**src/rtl/core/bmh_pkg.sv**
```systemverilog
package bmh_pkg;

	localparam int STATE_WORDS = 8;
	localparam int WORD_W      = 32;
	localparam int IDX_W       = 3;

	localparam logic [IDX_W-1:0] LAST_IDX = IDX_W'(STATE_WORDS - 1);

	localparam logic [WORD_W-1:0] K_BASE = 32'h9E37_79B9;
	localparam logic [WORD_W-1:0] K_STEP = 32'h7F4A_7C15;

	localparam logic [4:0] ROT_MAX = 5'd31;

	localparam logic [WORD_W-1:0] INIT_VECTOR [STATE_WORDS] = '{
		32'h243F_6A88, 32'h85A3_08D3, 32'h1319_8A2E, 32'h0370_7344,
		32'hA409_3822, 32'h299F_31D0, 32'h082E_FA98, 32'hEC4E_6C89
	};

	typedef struct packed {
		logic             capture;
		logic             round;
		logic             emit;
		logic             load_iv;
		logic [IDX_W-1:0] idx;
	} cmd_t;

	typedef struct packed {
		logic rounds_done;
	} status_t;

endpackage

```
**src/rtl/core/bmh_ctrl.sv**
```systemverilog
module bmh_ctrl (
	input  logic             clk,
	input  logic             arst_n,
	input  logic             in_valid,
	output logic             in_ready,
	input  logic             has_byte,
	input  logic             is_last,
	output logic             out_valid,
	input  logic             out_ready,
	input  bmh_pkg::status_t status,
	output bmh_pkg::cmd_t    cmd
);

	typedef enum logic [1:0] {
		ST_IDLE,
		ST_RUN,
		ST_EMIT
	} state_t;

	state_t                    state_q;
	logic                      last_q;
	logic [bmh_pkg::IDX_W-1:0] idx_q;
	logic                      out_valid_q;
	logic                      slot_free;

	assign slot_free   = !out_valid_q || out_ready;
	assign in_ready    = (state_q == ST_IDLE);
	assign out_valid   = out_valid_q;

	assign cmd.capture = in_valid && (state_q == ST_IDLE);
	assign cmd.round   = (state_q == ST_RUN);
	assign cmd.emit    = (state_q == ST_EMIT) && slot_free;
	assign cmd.load_iv = cmd.emit && (idx_q == bmh_pkg::LAST_IDX);
	assign cmd.idx     = idx_q;

	always_ff @(posedge clk or negedge arst_n) begin
		if (!arst_n) begin
			state_q     <= ST_IDLE;
			last_q      <= 1'b0;
			idx_q       <= '0;
			out_valid_q <= 1'b0;
		end else begin
			if (cmd.emit) begin
				out_valid_q <= 1'b1;
			end else if (out_ready) begin
				out_valid_q <= 1'b0;
			end
			case (state_q)
				ST_IDLE: begin
					if (in_valid) begin
						last_q <= is_last;
						if (has_byte) begin
							state_q <= ST_RUN;
						end else if (is_last) begin
							state_q <= ST_EMIT;
							idx_q   <= '0;
						end
					end
				end
				ST_RUN: begin
					if (status.rounds_done) begin
						if (last_q) begin
							state_q <= ST_EMIT;
							idx_q   <= '0;
						end else begin
							state_q <= ST_IDLE;
						end
					end
				end
				ST_EMIT: begin
					if (slot_free) begin
						idx_q <= idx_q + 1'b1;
						if (idx_q == bmh_pkg::LAST_IDX) begin
							state_q <= ST_IDLE;
						end
					end
				end
				default: begin
					state_q <= ST_IDLE;
				end
			endcase
		end
	end

endmodule

```
**src/rtl/core/bmh_datapath.sv**
```systemverilog
module bmh_datapath #(
	parameter int MIX_ROUNDS = 16
) (
	input  logic                       clk,
	input  logic                       arst_n,
	input  logic [7:0]                 data_byte,
	input  bmh_pkg::cmd_t              cmd,
	output bmh_pkg::status_t           status,
	output logic [bmh_pkg::WORD_W-1:0] digest_word,
	output logic [bmh_pkg::IDX_W-1:0]  word_index,
	output logic                       last_word
);

	localparam int NW    = bmh_pkg::STATE_WORDS;
	localparam int WW    = bmh_pkg::WORD_W;
	localparam int RW    = (MIX_ROUNDS > 1) ? $clog2(MIX_ROUNDS) : 1;
	localparam int VRW   = ((RW > 8) ? RW : 8) + 1;
	localparam int ALIGN = (NW - ((MIX_ROUNDS - 1) % NW)) % NW;

	logic [WW-1:0] w_q [NW];
	logic [WW-1:0] w_d [NW];
	logic [WW-1:0] upd [NW];
	logic [7:0]    v_q;
	logic [RW-1:0] r_q;
	logic [WW-1:0] kacc_q;
	logic [4:0]    rot_q;
	logic [WW-1:0] digest_q;
	logic [bmh_pkg::IDX_W-1:0] index_q;
	logic          last_word_q;

	logic          final_round;
	logic [WW-1:0] k;
	logic [WW-1:0] x0;
	logic [WW-1:0] m1;
	logic [WW-1:0] m2;
	logic [WW-1:0] m3;
	logic [VRW-1:0] vr;
	logic [2*WW-1:0] vr_wide;
	logic [WW-1:0] vr_rot;
	logic [WW-1:0] new0;

	assign final_round        = (r_q == RW'(MIX_ROUNDS - 1));
	assign status.rounds_done = cmd.round && final_round;

	assign k       = bmh_pkg::K_BASE ^ kacc_q;
	assign x0      = w_q[0] ^ {24'b0, v_q} ^ k;
	assign m1      = {x0[WW-8:0], x0[WW-1:WW-7]};
	assign m2      = m1 + {w_q[1][10:0], w_q[1][WW-1:11]};
	assign m3      = m2 ^ {w_q[3][WW-18:0], w_q[3][WW-1:WW-17]};
	assign vr      = VRW'(v_q) + VRW'(r_q);
	assign vr_wide = {WW'(vr), WW'(vr)} << rot_q;
	assign vr_rot  = vr_wide[2*WW-1:WW];
	assign new0    = (w_q[0] ^ m3) + vr_rot;

	always_comb begin
		for (int p = 0; p < NW; p++) begin
			upd[p] = w_q[p];
		end
		upd[0] = new0;
		for (int p = 0; p < NW; p++) begin
			w_d[p] = w_q[p];
		end
		if (cmd.round) begin
			for (int p = 0; p < NW; p++) begin
				if (final_round) begin
					w_d[p] = upd[(p + ALIGN) % NW];
				end else begin
					w_d[p] = upd[(p + 1) % NW];
				end
			end
		end else if (cmd.emit) begin
			for (int p = 0; p < NW; p++) begin
				if (cmd.load_iv) begin
					w_d[p] = bmh_pkg::INIT_VECTOR[p];
				end else begin
					w_d[p] = w_q[(p + 1) % NW];
				end
			end
		end
	end

	always_ff @(posedge clk or negedge arst_n) begin
		if (!arst_n) begin
			for (int p = 0; p < NW; p++) begin
				w_q[p] <= bmh_pkg::INIT_VECTOR[p];
			end
			r_q    <= '0;
			kacc_q <= '0;
			rot_q  <= 5'd1;
		end else begin
			for (int p = 0; p < NW; p++) begin
				w_q[p] <= w_d[p];
			end
			if (cmd.capture) begin
				r_q    <= '0;
				kacc_q <= '0;
				rot_q  <= 5'd1;
			end else if (cmd.round) begin
				r_q    <= r_q + 1'b1;
				kacc_q <= kacc_q + bmh_pkg::K_STEP;
				rot_q  <= (rot_q == bmh_pkg::ROT_MAX) ? 5'd1 : rot_q + 5'd1;
			end
		end
	end

	always_ff @(posedge clk) begin
		if (cmd.capture) begin
			v_q <= data_byte;
		end
		if (cmd.emit) begin
			digest_q    <= w_q[0];
			index_q     <= cmd.idx;
			last_word_q <= (cmd.idx == bmh_pkg::LAST_IDX);
		end
	end

	assign digest_word = digest_q;
	assign word_index  = index_q;
	assign last_word   = last_word_q;

endmodule

```
**src/rtl/core/byte_mixing_hash_256.sv**
```systemverilog
// Byte-serial 256-bit mixing hash. Feed one message or salt byte per input
// beat; mark the final beat with is_last (has_byte may be low there, which
// covers an empty message). A beat with a byte is accepted and then runs
// MIX_ROUNDS rounds through the single round unit, which updates one state
// word per cycle; in_ready stays low meanwhile. A beat without a byte runs none.
// After a last beat the eight state words leave as eight output beats, word 0
// first, at up to one per cycle; the state then returns to the initial vector
// for the next message. A new input beat is taken while the final output beat
// still waits in the output register.
module byte_mixing_hash_256 #(
	parameter int MIX_ROUNDS = 16
) (
	input  logic        clk,
	input  logic        arst_n,
	input  logic        in_valid,
	output logic        in_ready,
	input  logic [7:0]  data_byte,
	input  logic        has_byte,
	input  logic        is_last,
	output logic        out_valid,
	input  logic        out_ready,
	output logic [31:0] digest_word,
	output logic [2:0]  word_index,
	output logic        last_word
);

	bmh_pkg::cmd_t    cmd;
	bmh_pkg::status_t status;

	bmh_ctrl u_ctrl (
		.clk       (clk),
		.arst_n    (arst_n),
		.in_valid  (in_valid),
		.in_ready  (in_ready),
		.has_byte  (has_byte),
		.is_last   (is_last),
		.out_valid (out_valid),
		.out_ready (out_ready),
		.status    (status),
		.cmd       (cmd)
	);

	bmh_datapath #(
		.MIX_ROUNDS (MIX_ROUNDS)
	) u_datapath (
		.clk         (clk),
		.arst_n      (arst_n),
		.data_byte   (data_byte),
		.cmd         (cmd),
		.status      (status),
		.digest_word (digest_word),
		.word_index  (word_index),
		.last_word   (last_word)
	);

	a_byte_starts_rounds: assert property (@(posedge clk) disable iff (!arst_n)
		(in_valid && in_ready && has_byte) |=> cmd.round)
		else $error("accepted byte did not start rounds");

	a_no_overwrite: assert property (@(posedge clk) disable iff (!arst_n)
		cmd.emit |-> (!out_valid || out_ready))
		else $error("digest word overwrote a pending beat");

	a_emit_ends_idle: assert property (@(posedge clk) disable iff (!arst_n)
		(cmd.emit && cmd.idx == bmh_pkg::LAST_IDX) |=> (in_ready && out_valid && last_word))
		else $error("final digest beat did not return to idle");

endmodule
```
**config.mk**
```make
export PLATFORM = sky130hd
export DESIGN_NAME = byte_mixing_hash_256
export DESIGN_NICKNAME = d
export VERILOG_FILES = /design/src/rtl/core/bmh_pkg.sv /design/src/rtl/core/bmh_ctrl.sv /design/src/rtl/core/bmh_datapath.sv /design/src/rtl/core/byte_mixing_hash_256.sv
export SDC_FILE = /design/constraint.sdc
export NUM_CORES = 1
export LEC_CHECK = 0
export BUFFER_PORTS_ARGS = -buffer_cell sky130_fd_sc_hd__clkbuf_2
export CAP_MARGIN = 0
export CORE_MARGIN = 2
export CORE_UTILIZATION = 55
export CTS_BUF_LIST = sky130_fd_sc_hd__clkbuf_8
export DETAILED_ROUTE_END_ITERATION = 10
export PLACE_DENSITY = 0.72
export SYNTH_ARGS = -nofsm -noshare
export SYNTH_HDL_FRONTEND = slang
export SYNTH_SLANG_ARGS = --single-unit
```
**constraint.sdc**
```tcl
create_clock -name clk -period 6.11 [get_ports clk]
set_input_delay 1.833 -clock clk [delete_from_list [all_inputs] [get_ports clk]]
set_output_delay 1.833 -clock clk [all_outputs]
set_load 0.02 [all_outputs]
```
==> results.cfg, run 1 <==
[sta]
report.final.hold_viol_count = 0
post-route-period-util_pct = 93.1
clock_skew_ns = 0.0469
relSlewSlack_pct = 23.7
worst_slew_pin_slew_ns = 1.14
tns_ns = 0
rsz0062_at_grt = false
slew_violations = 0
setup_viol = 0
fmaxAchievable_mhz = 176
fin_crit_ns = 5.69

[yosys]
async_reset_ff_share_pct = 87.4
synth.largest_area_cell = dfrtp_1
synth-edff-count = 44
yosys_warnings = 0
synth_area_sq_mm = 0.0191
yosys.area.top_type_share_pct = 25.6
synth_nets = 2195
syn_area_per_cell_sq_um = 9.09
synthTopCellsByArea = dfrtp_1, dfstp_2, nand2_1, edfxtp_1, xnor2_1
synth_ff_type = dfrtp_1
synthCells = 2104
ys_types = 72
ys_seq_area_share_pct = 47.4
synth_seq_cells = 348

[grt]
grt.overflow.total = 0
grt_max_degree = 137
grt_pass1_vias = 14900
grt_antenna_before_repair = 1
grt_first_pass_wirelength_mm = 89.3
grtUsageTotal_pct = 32.8

[route]
vias = 15700
viasPerCell = 6.01
firstDrtPassIters = 6
routed_wirelength_mm = 58.2
antenna_left = 0
drtIter0Drc = 1561
wl_per_cell_um = 22.2
route.detailed.drc = 0

[setup_path]
reg2reg_setup_slack_ns = 0.42
cp_slowest_stage_delay_ns = 0.51
crit_type = reg2reg
cp-start-kind = register
cp-end-kind = register
cp.required_ns = 6.70
critPathTopFamily = compound AO/OA/AOI/OAI gates
critPathArrivalTime_ns = 6.28
cpMostUsedCell = a21o_1
path_cells = xnor2_1 > ha_1 > fa_1 > a21o_1 > a21o_1 > a21o_1 > a2111oi_4 > o31ai_1 > a21o_1 > a21o_1 > a21oi_1 > nor2_1 > a211o_1 > ha_1 > inv_1 > nor4_1 > a22o_1 > a311oi_4 > o311ai_1 > and2_1 > a21oi_1 > xor2_1 > a21oi_1
critPathMaxFanout = 7
slowest_stage = o311ai_1
worst-path-buf-inv = 1

[hold_path]
hold_class = reg2reg

[finish]
area_growth_pct = 9.68
finalNetCount = 2202
fillers = 3013
final_layout_size_suffix_gt1_share_pct = 14.5
final_cell_mix = nand2_1, a21oi_1, dfrtp_1
diodes = 0
final_common_cell = nand2_1

[floorplan]
dieWidth_um = 190
core-area_sq_mm = 0.0344
die_h_um = 190
num_rows = 68
start_util_pct = 55.6
die-area_sq_mm = 0.0363
ios = 52

[cts]
cts_setup_buffers = 0
cts_root_buf = clkbuf_8
htree_num_levels = 2
path_clk_slew_ns = 0.06
hold_buffers = 0
cts-buffers-inserted = 57
clockBufferDepth = 3
cts_resized = 0
cts_tree = done
clock_latency_ns = 0.66
clock_sinks = 348

[placement]
gp_congestion = 1.01
io_buffers = 51
place_hpwl_mm = 40.9

[status]
status = completed

[job]
max_cap_violations = 0
## registers in the layout, indices dropped and copies added, names as in the netlist
register	cells
u_datapath.upd	224
u_datapath.w_q	32
u_datapath.digest_word	32
u_datapath.v_q	8
u_ctrl.last_q	1
u_ctrl.out_valid	1
u_ctrl.idx_q	3
u_datapath.last_word	1
u_datapath.r_q	4
u_datapath.kacc_q	32
u_datapath.rot_q	5
u_ctrl.state_q	2
u_datapath.word_index	3
## worst min-delay path, cell delays in order (launching register included)
cell	delay, ns
dfrtp_1	0.34
nand2_1	0.05
nand3_1	0.07
## cells by family (layout without fill, tap and decap cells)
family / after synthesis / count (layout) / synth area share, %
AND/OR/NAND/NOR: 842 / 842 / 19.2
AO/OA/AOI/OAI: 479 / 479 / 15.7
flip-flops: 348 / 348 / 47.4
XOR/XNOR: 163 / 163 / 7.47
buffers and inverters: 162 / 218 / 3.25
adder cells (fa/ha/maj): 77 / 77 / 5.16
multiplexers: 33 / 33 / 1.85
## cell type report
class	count	area (sq um)	area share, %
timing repair buffer	73	480	2.29
sequential	348	9060	43.2
inverter	37	139	0.662
tap	455	569	2.71
clock buffer	72	991	4.72
clock inverter	36	210	1.00
multi-input combinational	1594	9520	45.4
## layer usage
layer / GRT usage, % / vias to the layer above / share of wire [%]
met2: 47.5 / 640 / 44
met5: 0 / - / 0
met3: 6.20 / 111 / 7.9
met1: 48.5 / 7656 / 45
li1: - / 7310 / -
met4: 12.9 / 0 / 3.7
## synthesized netlist by cell type (all sizes together) (5+ instances only)
| master | n |
|---|---|
| o41ai | 6 |
| nor4 | 5 |
| ha | 74 |
| o21bai | 6 |
| dfrtp | 196 |
| a21oi | 221 |
| mux2i | 23 |
| nand4 | 9 |
| nor2 | 62 |
| nand3 | 129 |
| xor2 | 36 |
| a211oi | 22 |
| nor3 | 16 |
| a41oi | 5 |
| xnor2 | 127 |
| nand2b | 16 |
| inv | 36 |
| mux2 | 9 |
| a21o | 39 |
| o31ai | 17 |
| dfstp | 108 |
| nor2b | 8 |
| o211ai | 22 |
| o311ai | 6 |
| o21ai | 72 |
| a31oi | 9 |
| or4 | 5 |
| nand2 | 525 |
| edfxtp | 44 |
| or3 | 11 |
| a22o | 5 |
| o21a | 9 |
| buf | 15 |
| clkbuf | 110 |
| nor3b | 19 |
| and3 | 7 |
| and2 | 18 |
| o22ai | 13 |
## worst paths after layout
check | from | end | cells after the start
setup / recovery | u_datapath.kacc_q[25] | u_datapath.upd[27] | 23
hold / removal | u_datapath.upd[75] | u_datapath.upd[107] | 2
setup reg to reg | u_datapath.kacc_q[25] | u_datapath.upd[27] | 23
hold reg to reg | u_datapath.upd[75] | u_datapath.upd[107] | 2
max in group asynchronous | arst_n | u_datapath.upd[81] | 2
min in group asynchronous | arst_n | u_datapath.upd[106] | 1
## per-stage QoR
step / cells / hold slack, ns / util, % / setup WS (ns) / instance area [sq um]
2_1_floorplan: 2104 / 0.451 / - / 1.04 / 19100
3_3_place_gp: 2507 / 0.468 / 57.4 / 0.502 / 19700
3_5_place_dp: 2507 / 0.474 / 57.4 / 0.380 / 19700
4_1_cts: 2615 / 0.481 / 60.9 / 0.361 / 20900
5_1_grt: 2615 / 0.492 / 61.0 / 0.0581 / 21000
6_report: 2615 / 0.468 / 61.0 / 0.423 / 21000
Power of run 1 is not shown: default switching activity piles up to over one toggle a cycle in this logic, so the estimate is an artifact.
==> inputs of run 2 (changes only) <==
- clock period: 6.11 -> 5.5 ns (I/O delays scaled with it)
==> results.cfg, run 2 (same netlist as run 1, synthesis figures left out) <==
[setup_path]
cp-end-kind = register
critPathMaxFanout = 6
critical_path_depth = 23
cp.required_ns = 6.09
reg2reg_setup_slack_ns = 0.25
cpMostUsedCell = a21o_1
critPathArrivalTime_ns = 5.84
crit_type = reg2reg
critPathTopFamily = compound AO/OA/AOI/OAI gates
worst-path-buf-inv = 0
slowest_stage = fa_1
r2r_cells = 23
path_cells = xnor2_1 > ha_1 > fa_1 > a21o_1 > a21o_1 > a21o_1 > a2111oi_4 > o31ai_1 > a21o_1 > a21o_1 > a21oi_4 > xnor2_1 > ha_1 > nand2_1 > nor2_1 > a211oi_1 > o21ai_1 > a311oi_2 > o311ai_2 > nor3b_1 > a211oi_2 > xnor2_1 > o21ai_1
cp-start-kind = register
cp_slowest_stage_delay_ns = 0.42

[sta]
fin_crit_ns = 5.25
report.final.hold_viol_count = 0
worst_slew_pin_slew_ns = 1.06
slew_violations = 0
tns_ns = 0
relSlewSlack_pct = 29.4
fmaxAchievable_mhz = 190
post-route-period-util_pct = 95.5
clock_skew_ns = 0.0426
setup_viol = 0

[cts]
htree_num_levels = 2
clockBufferDepth = 3
cts-buffers-inserted = 59
clock_latency_ns = 0.67
cts_tree = done
hold_buffers = 0
clock_sinks = 348
path_clk_slew_ns = 0.06
cts_root_buf = clkbuf_8

[floorplan]
core-area_sq_mm = 0.0344
ios = 52
num_rows = 68
dieWidth_um = 190
start_util_pct = 55.6
die_h_um = 190
die-area_sq_mm = 0.0363

[status]
status = completed

[hold_path]
hold-path-cell-count = 2
hold_class = reg2reg

[grt]
grt_max_degree = 92
grt.overflow.total = 0
grt_first_pass_wirelength_mm = 92.4
grt_pass1_vias = 15200
grt_antenna_before_repair = 1
grtUsageTotal_pct = 33.8

[route]
antenna_left = 0
routed_wirelength_mm = 59.8
firstDrtPassIters = 5
route.detailed.drc = 0
drtIter0Drc = 1580
wl_per_cell_um = 22.5
vias = 16100
viasPerCell = 6.06

[finish]
fillers = 3014
diodes = 0
finalInstanceArea_sq_mm = 0.0214
final_cell_mix = nand2_1, a21oi_1, dfrtp_1
multi_input_area_sq_mm = 0.00955
finalNetCount = 2240
seq_area_sq_mm = 0.00906
area_growth_pct = 11.7
final_layout_size_suffix_gt1_share_pct = 16.4
largest_reg_flops = 224
final_common_cell = nand2_1

[job]
max_cap_violations = 0

[placement]
dpl_cell_area_sq_mm = 0.0200
io_buffers = 51
gp_congestion = 1.03
place_hpwl_mm = 42.2
[run 2: cell types whose count changed in the layout (fill, tap and decap cells not counted), moves of 2 or more]
| cell | previous run | this run |
|---|---|---|
| clkinv_1 | 6 | 8 |
| a21oi_2 | 4 | 6 |
| bufinv_16 | 2 | 4 |
| a21oi_1 | 217 | 214 |
| o21ai_2 | 0 | 2 |
| buf_12 | 4 | 6 |
| buf_4 | 18 | 52 |
| o21ai_1 | 7 | 5 |
[run 2: cell type report]
cell class / instances / area share (%)
sequential: 348 / 42.4
multi-input combinational: 1594 / 44.7
inverter: 37 / 0.650
tap: 455 / 2.66
timing repair buffer: 109 / 3.63
clock buffer: 72 / 4.64
clock inverter: 39 / 1.29
[run 2: final timing paths]
check	start	to
max	u_datapath.w_q[249]	u_datapath.upd[31]
max in group asynchronous	arst_n	u_datapath.upd[140]
min in group asynchronous	arst_n	u_datapath.upd[106]
max reg2reg	u_datapath.w_q[249]	u_datapath.upd[31]
min	u_datapath.upd[161]	u_datapath.upd[193]
min reg2reg	u_datapath.upd[161]	u_datapath.upd[193]
[run 2: worst register-to-register path, stage by stage, from the launching register on]
cell,delay [ns]
dfrtp_1,0.39
xnor2_1,0.14
ha_1,0.22
fa_1,0.42
a21o_1,0.20
a21o_1,0.21
a21o_1,0.22
a2111oi_4,0.37
o31ai_1,0.10
a21o_1,0.21
a21o_1,0.21
a21oi_4,0.17
xnor2_1,0.10
ha_1,0.41
nand2_1,0.13
nor2_1,0.16
a211oi_1,0.10
o21ai_1,0.22
a311oi_2,0.16
o311ai_2,0.41
nor3b_1,0.31
a211oi_2,0.09
xnor2_1,0.13
o21ai_1,0.11
[run 2: stage by stage]
stage / setup WS [ns] / utilization (%) / cells / hold WS, ns
finish: 0.249 / 62.2 / 2654 / 0.450
global route: -0.0114 / 62.2 / 2654 / 0.490
CTS: -0.00903 / 61.9 / 2653 / 0.457
detailed placement: -0.000413 / 58.2 / 2542 / 0.475
global placement: 0.117 / 58.2 / 2542 / 0.469
floorplan: 0.434 / - / 2104 / 0.451
[run 2: metal layers]
metal,global-route usage [%],vias to the layer above,routed length (um)
met2,49.7,655,26000
li1,-,7376,-
met3,5.94,118,4980
met1,50.2,7945,27000
met5,0,-,0
met4,11.5,0,1930
[run 2: what timing repair did]
item	4_1_cts	5_1_grt
setup buffers	0	1
pin swaps	0	8
gates resized for setup	0	18
setup endpoints to repair	1	14
Power of run 2 is left out for the same reason.
==> inputs of run 3 (changes only) <==
- SYNTH_HIERARCHICAL: unset -> 1
==> results.cfg, run 3 <==
[status]
status = completed

[grt]
grt.overflow.total = 0
grt_pass1_vias = 12900
grt_antenna_before_repair = 3
grtUsageTotal_pct = 33.0
grt_max_degree = 118
grt_first_pass_wirelength_mm = 81.6

[floorplan]
core-area_sq_mm = 0.0323
die_h_um = 185
dieWidth_um = 185
die-area_sq_mm = 0.0341
ios = 52
num_rows = 66
start_util_pct = 55.5

[yosys]
synth-edff-count = 44
syn_area_per_cell_sq_um = 11.0
yosys-top-cells-count = dfrtp_1, xnor2_1, a22o_1
yosys.area.top_type_share_pct = 27.3
synth_area_sq_mm = 0.0179
synthTopCellsByArea = dfrtp_1, dfstp_2, edfxtp_1, xnor2_1, a22o_1
synth.most_common_cell = dfrtp_1
synthCells = 1632
synth_nets = 1723
async_reset_ff_share_pct = 87.4
synth_seq_cells = 348
ys_seq_area_share_pct = 50.5
synth.largest_area_cell = dfrtp_1
yosys_warnings = 6
synth_ff_type = dfrtp_1
ys_types = 72

[hold_path]
hold-path-cell-count = 1
worstHoldStart = u_datapath/upd[23]
whs_endpoint = u_datapath/upd[55]
hold_class = reg2reg

[placement]
gp_congestion = 1.04
place_hpwl_mm = 40.0
dp.cells = 2083
io_buffers = 51

[sta]
fin_crit_ns = 5.19
post-route-period-util_pct = 94.3
clock_skew_ns = 0.0445
worst_slew_pin_slew_ns = 1.11
relSlewSlack_pct = 25.8
fmaxAchievable_mhz = 193
setup_viol = 0
rsz0062_at_grt = true
slew_violations = 0
report.final.hold_viol_count = 0

[setup_path]
crit_type = reg2reg
critPathMaxFanout = 6
regToRegStartpoint = u_datapath/v_q[1]
cp-start-kind = register
path_cells = ha_1 > a211oi_2 > nor2_1 > o21ai_1 > xor2_1 > mux2i_1 > mux2i_1 > o22a_1 > nor2_1 > a21oi_2 > nor2_1 > ha_1 > a21o_1 > a31o_1 > a211oi_1 > buf_4 > a21boi_1 > o21a_1 > o21a_1 > o21ai_2 > a211oi_1 > or3_1 > a31o_1
cp_slowest_stage_delay_ns = 0.50
critPathArrivalTime_ns = 5.78
r2r_cells = 23
cp.required_ns = 6.09
worst-path-buf-inv = 1
worst_r2r_endpoint = u_datapath/upd[19]
slowest_stage = edfxtp_1
cpMostUsedCell = nor2_1
critPathTopFamily = compound AO/OA/AOI/OAI gates
cp-end-kind = register
reg2reg_setup_slack_ns = 0.31

[route]
firstDrtPassIters = 5
vias = 13600
drtIter0Drc = 1211
antenna_left = 0
viasPerCell = 6.19
route.detailed.drc = 0
wl_per_cell_um = 25.1
routed_wirelength_mm = 55.2

[finish]
finalNetCount = 1798
final_layout_size_suffix_gt1_share_pct = 19.1
finalNonFillerCells = 2200
final_common_cell = dfrtp_1
final_cell_mix = dfrtp_1, xnor2_1, a22o_1
largest_reg_flops = 224
area_growth_pct = 13.2

[cts]
clockBufferDepth = 3
cts_tree = done
htree_num_levels = 2
path_clk_slew_ns = 0.07
clock_latency_ns = 0.66
cts_root_buf = clkbuf_8
cts-buffers-inserted = 58
clock_sinks = 348

[job]
max_cap_violations = 0
[run 3: how the worst max path moves through the flow]
stage,startpoint,cells past startpoint,endpoint
global placement,u_datapath/v_q[1],23,u_datapath/upd[19]
global route,u_datapath/w_q[253],23,u_datapath/upd[29]
detailed placement,u_datapath/v_q[1],23,u_datapath/upd[19]
CTS,u_datapath/v_q[1],23,u_datapath/upd[19]
floorplan,u_datapath/kacc_q[25],24,u_datapath/upd[29]
finish,u_datapath/v_q[1],23,u_datapath/upd[19]
[run 3: per-layer routing]
metal	vias to the layer above	GRT usage [%]	routed length (um)
li1	6148	-	-
met1	6879	48.5	24900
met2	521	48.8	24600
met3	64	6.50	4300
met4	0	11.2	1500
met5	-	0	0
[run 3: layout make-up]
cell class | count | area (sq um)
Antenna cell | 1 | 2.50
Clock buffer | 70 | 963
Clock inverter | 40 | 335
Fill cell | 2647 | 12000
Inverter | 36 | 135
Multi-Input combinational cell | 1160 | 8510
Sequential cell | 348 | 9060
Tap cell | 442 | 553
Timing Repair Buffer | 103 | 731
[run 3: stage by stage]
stage / utilization, % / worst slack (ns) / hold slack (ns) / cell area, sq um / setup TNS [ns]
finish: 62.9 / 0.313 / 0.493 / 20300 / 0
global route: 62.9 / -0.0226 / 0.516 / 20300 / -0.0421
CTS: 62.5 / 0.0789 / 0.496 / 20200 / 0
detailed placement: 58.5 / 0.0919 / 0.482 / 18900 / 0
global placement: 58.5 / 0.126 / 0.475 / 18900 / 0
floorplan: - / 0.563 / 0.465 / 17900 / 0
[run 3: timing repair]
item,4_1_cts,5_1_grt
buffers inserted,0,6
resized for setup,0,14
hold endpoints to repair,0,0
setup endpoints to repair,0,12
hold buffers,0,0
[run 3: cell families after synthesis]
kind of cell | Yosys count | share of synthesized area (%)
AO/OA/AOI/OAI | 519 | 21.3
buffers and inverters | 124 | 2.64
flip-flops | 348 | 50.5
multiplexers | 21 | 1.21
XOR/XNOR | 194 | 9.55
adder cells (fa/ha/maj) | 77 | 5.50
AND/OR/NAND/NOR | 349 | 9.24
Power of run 3 is left out for the same reason.
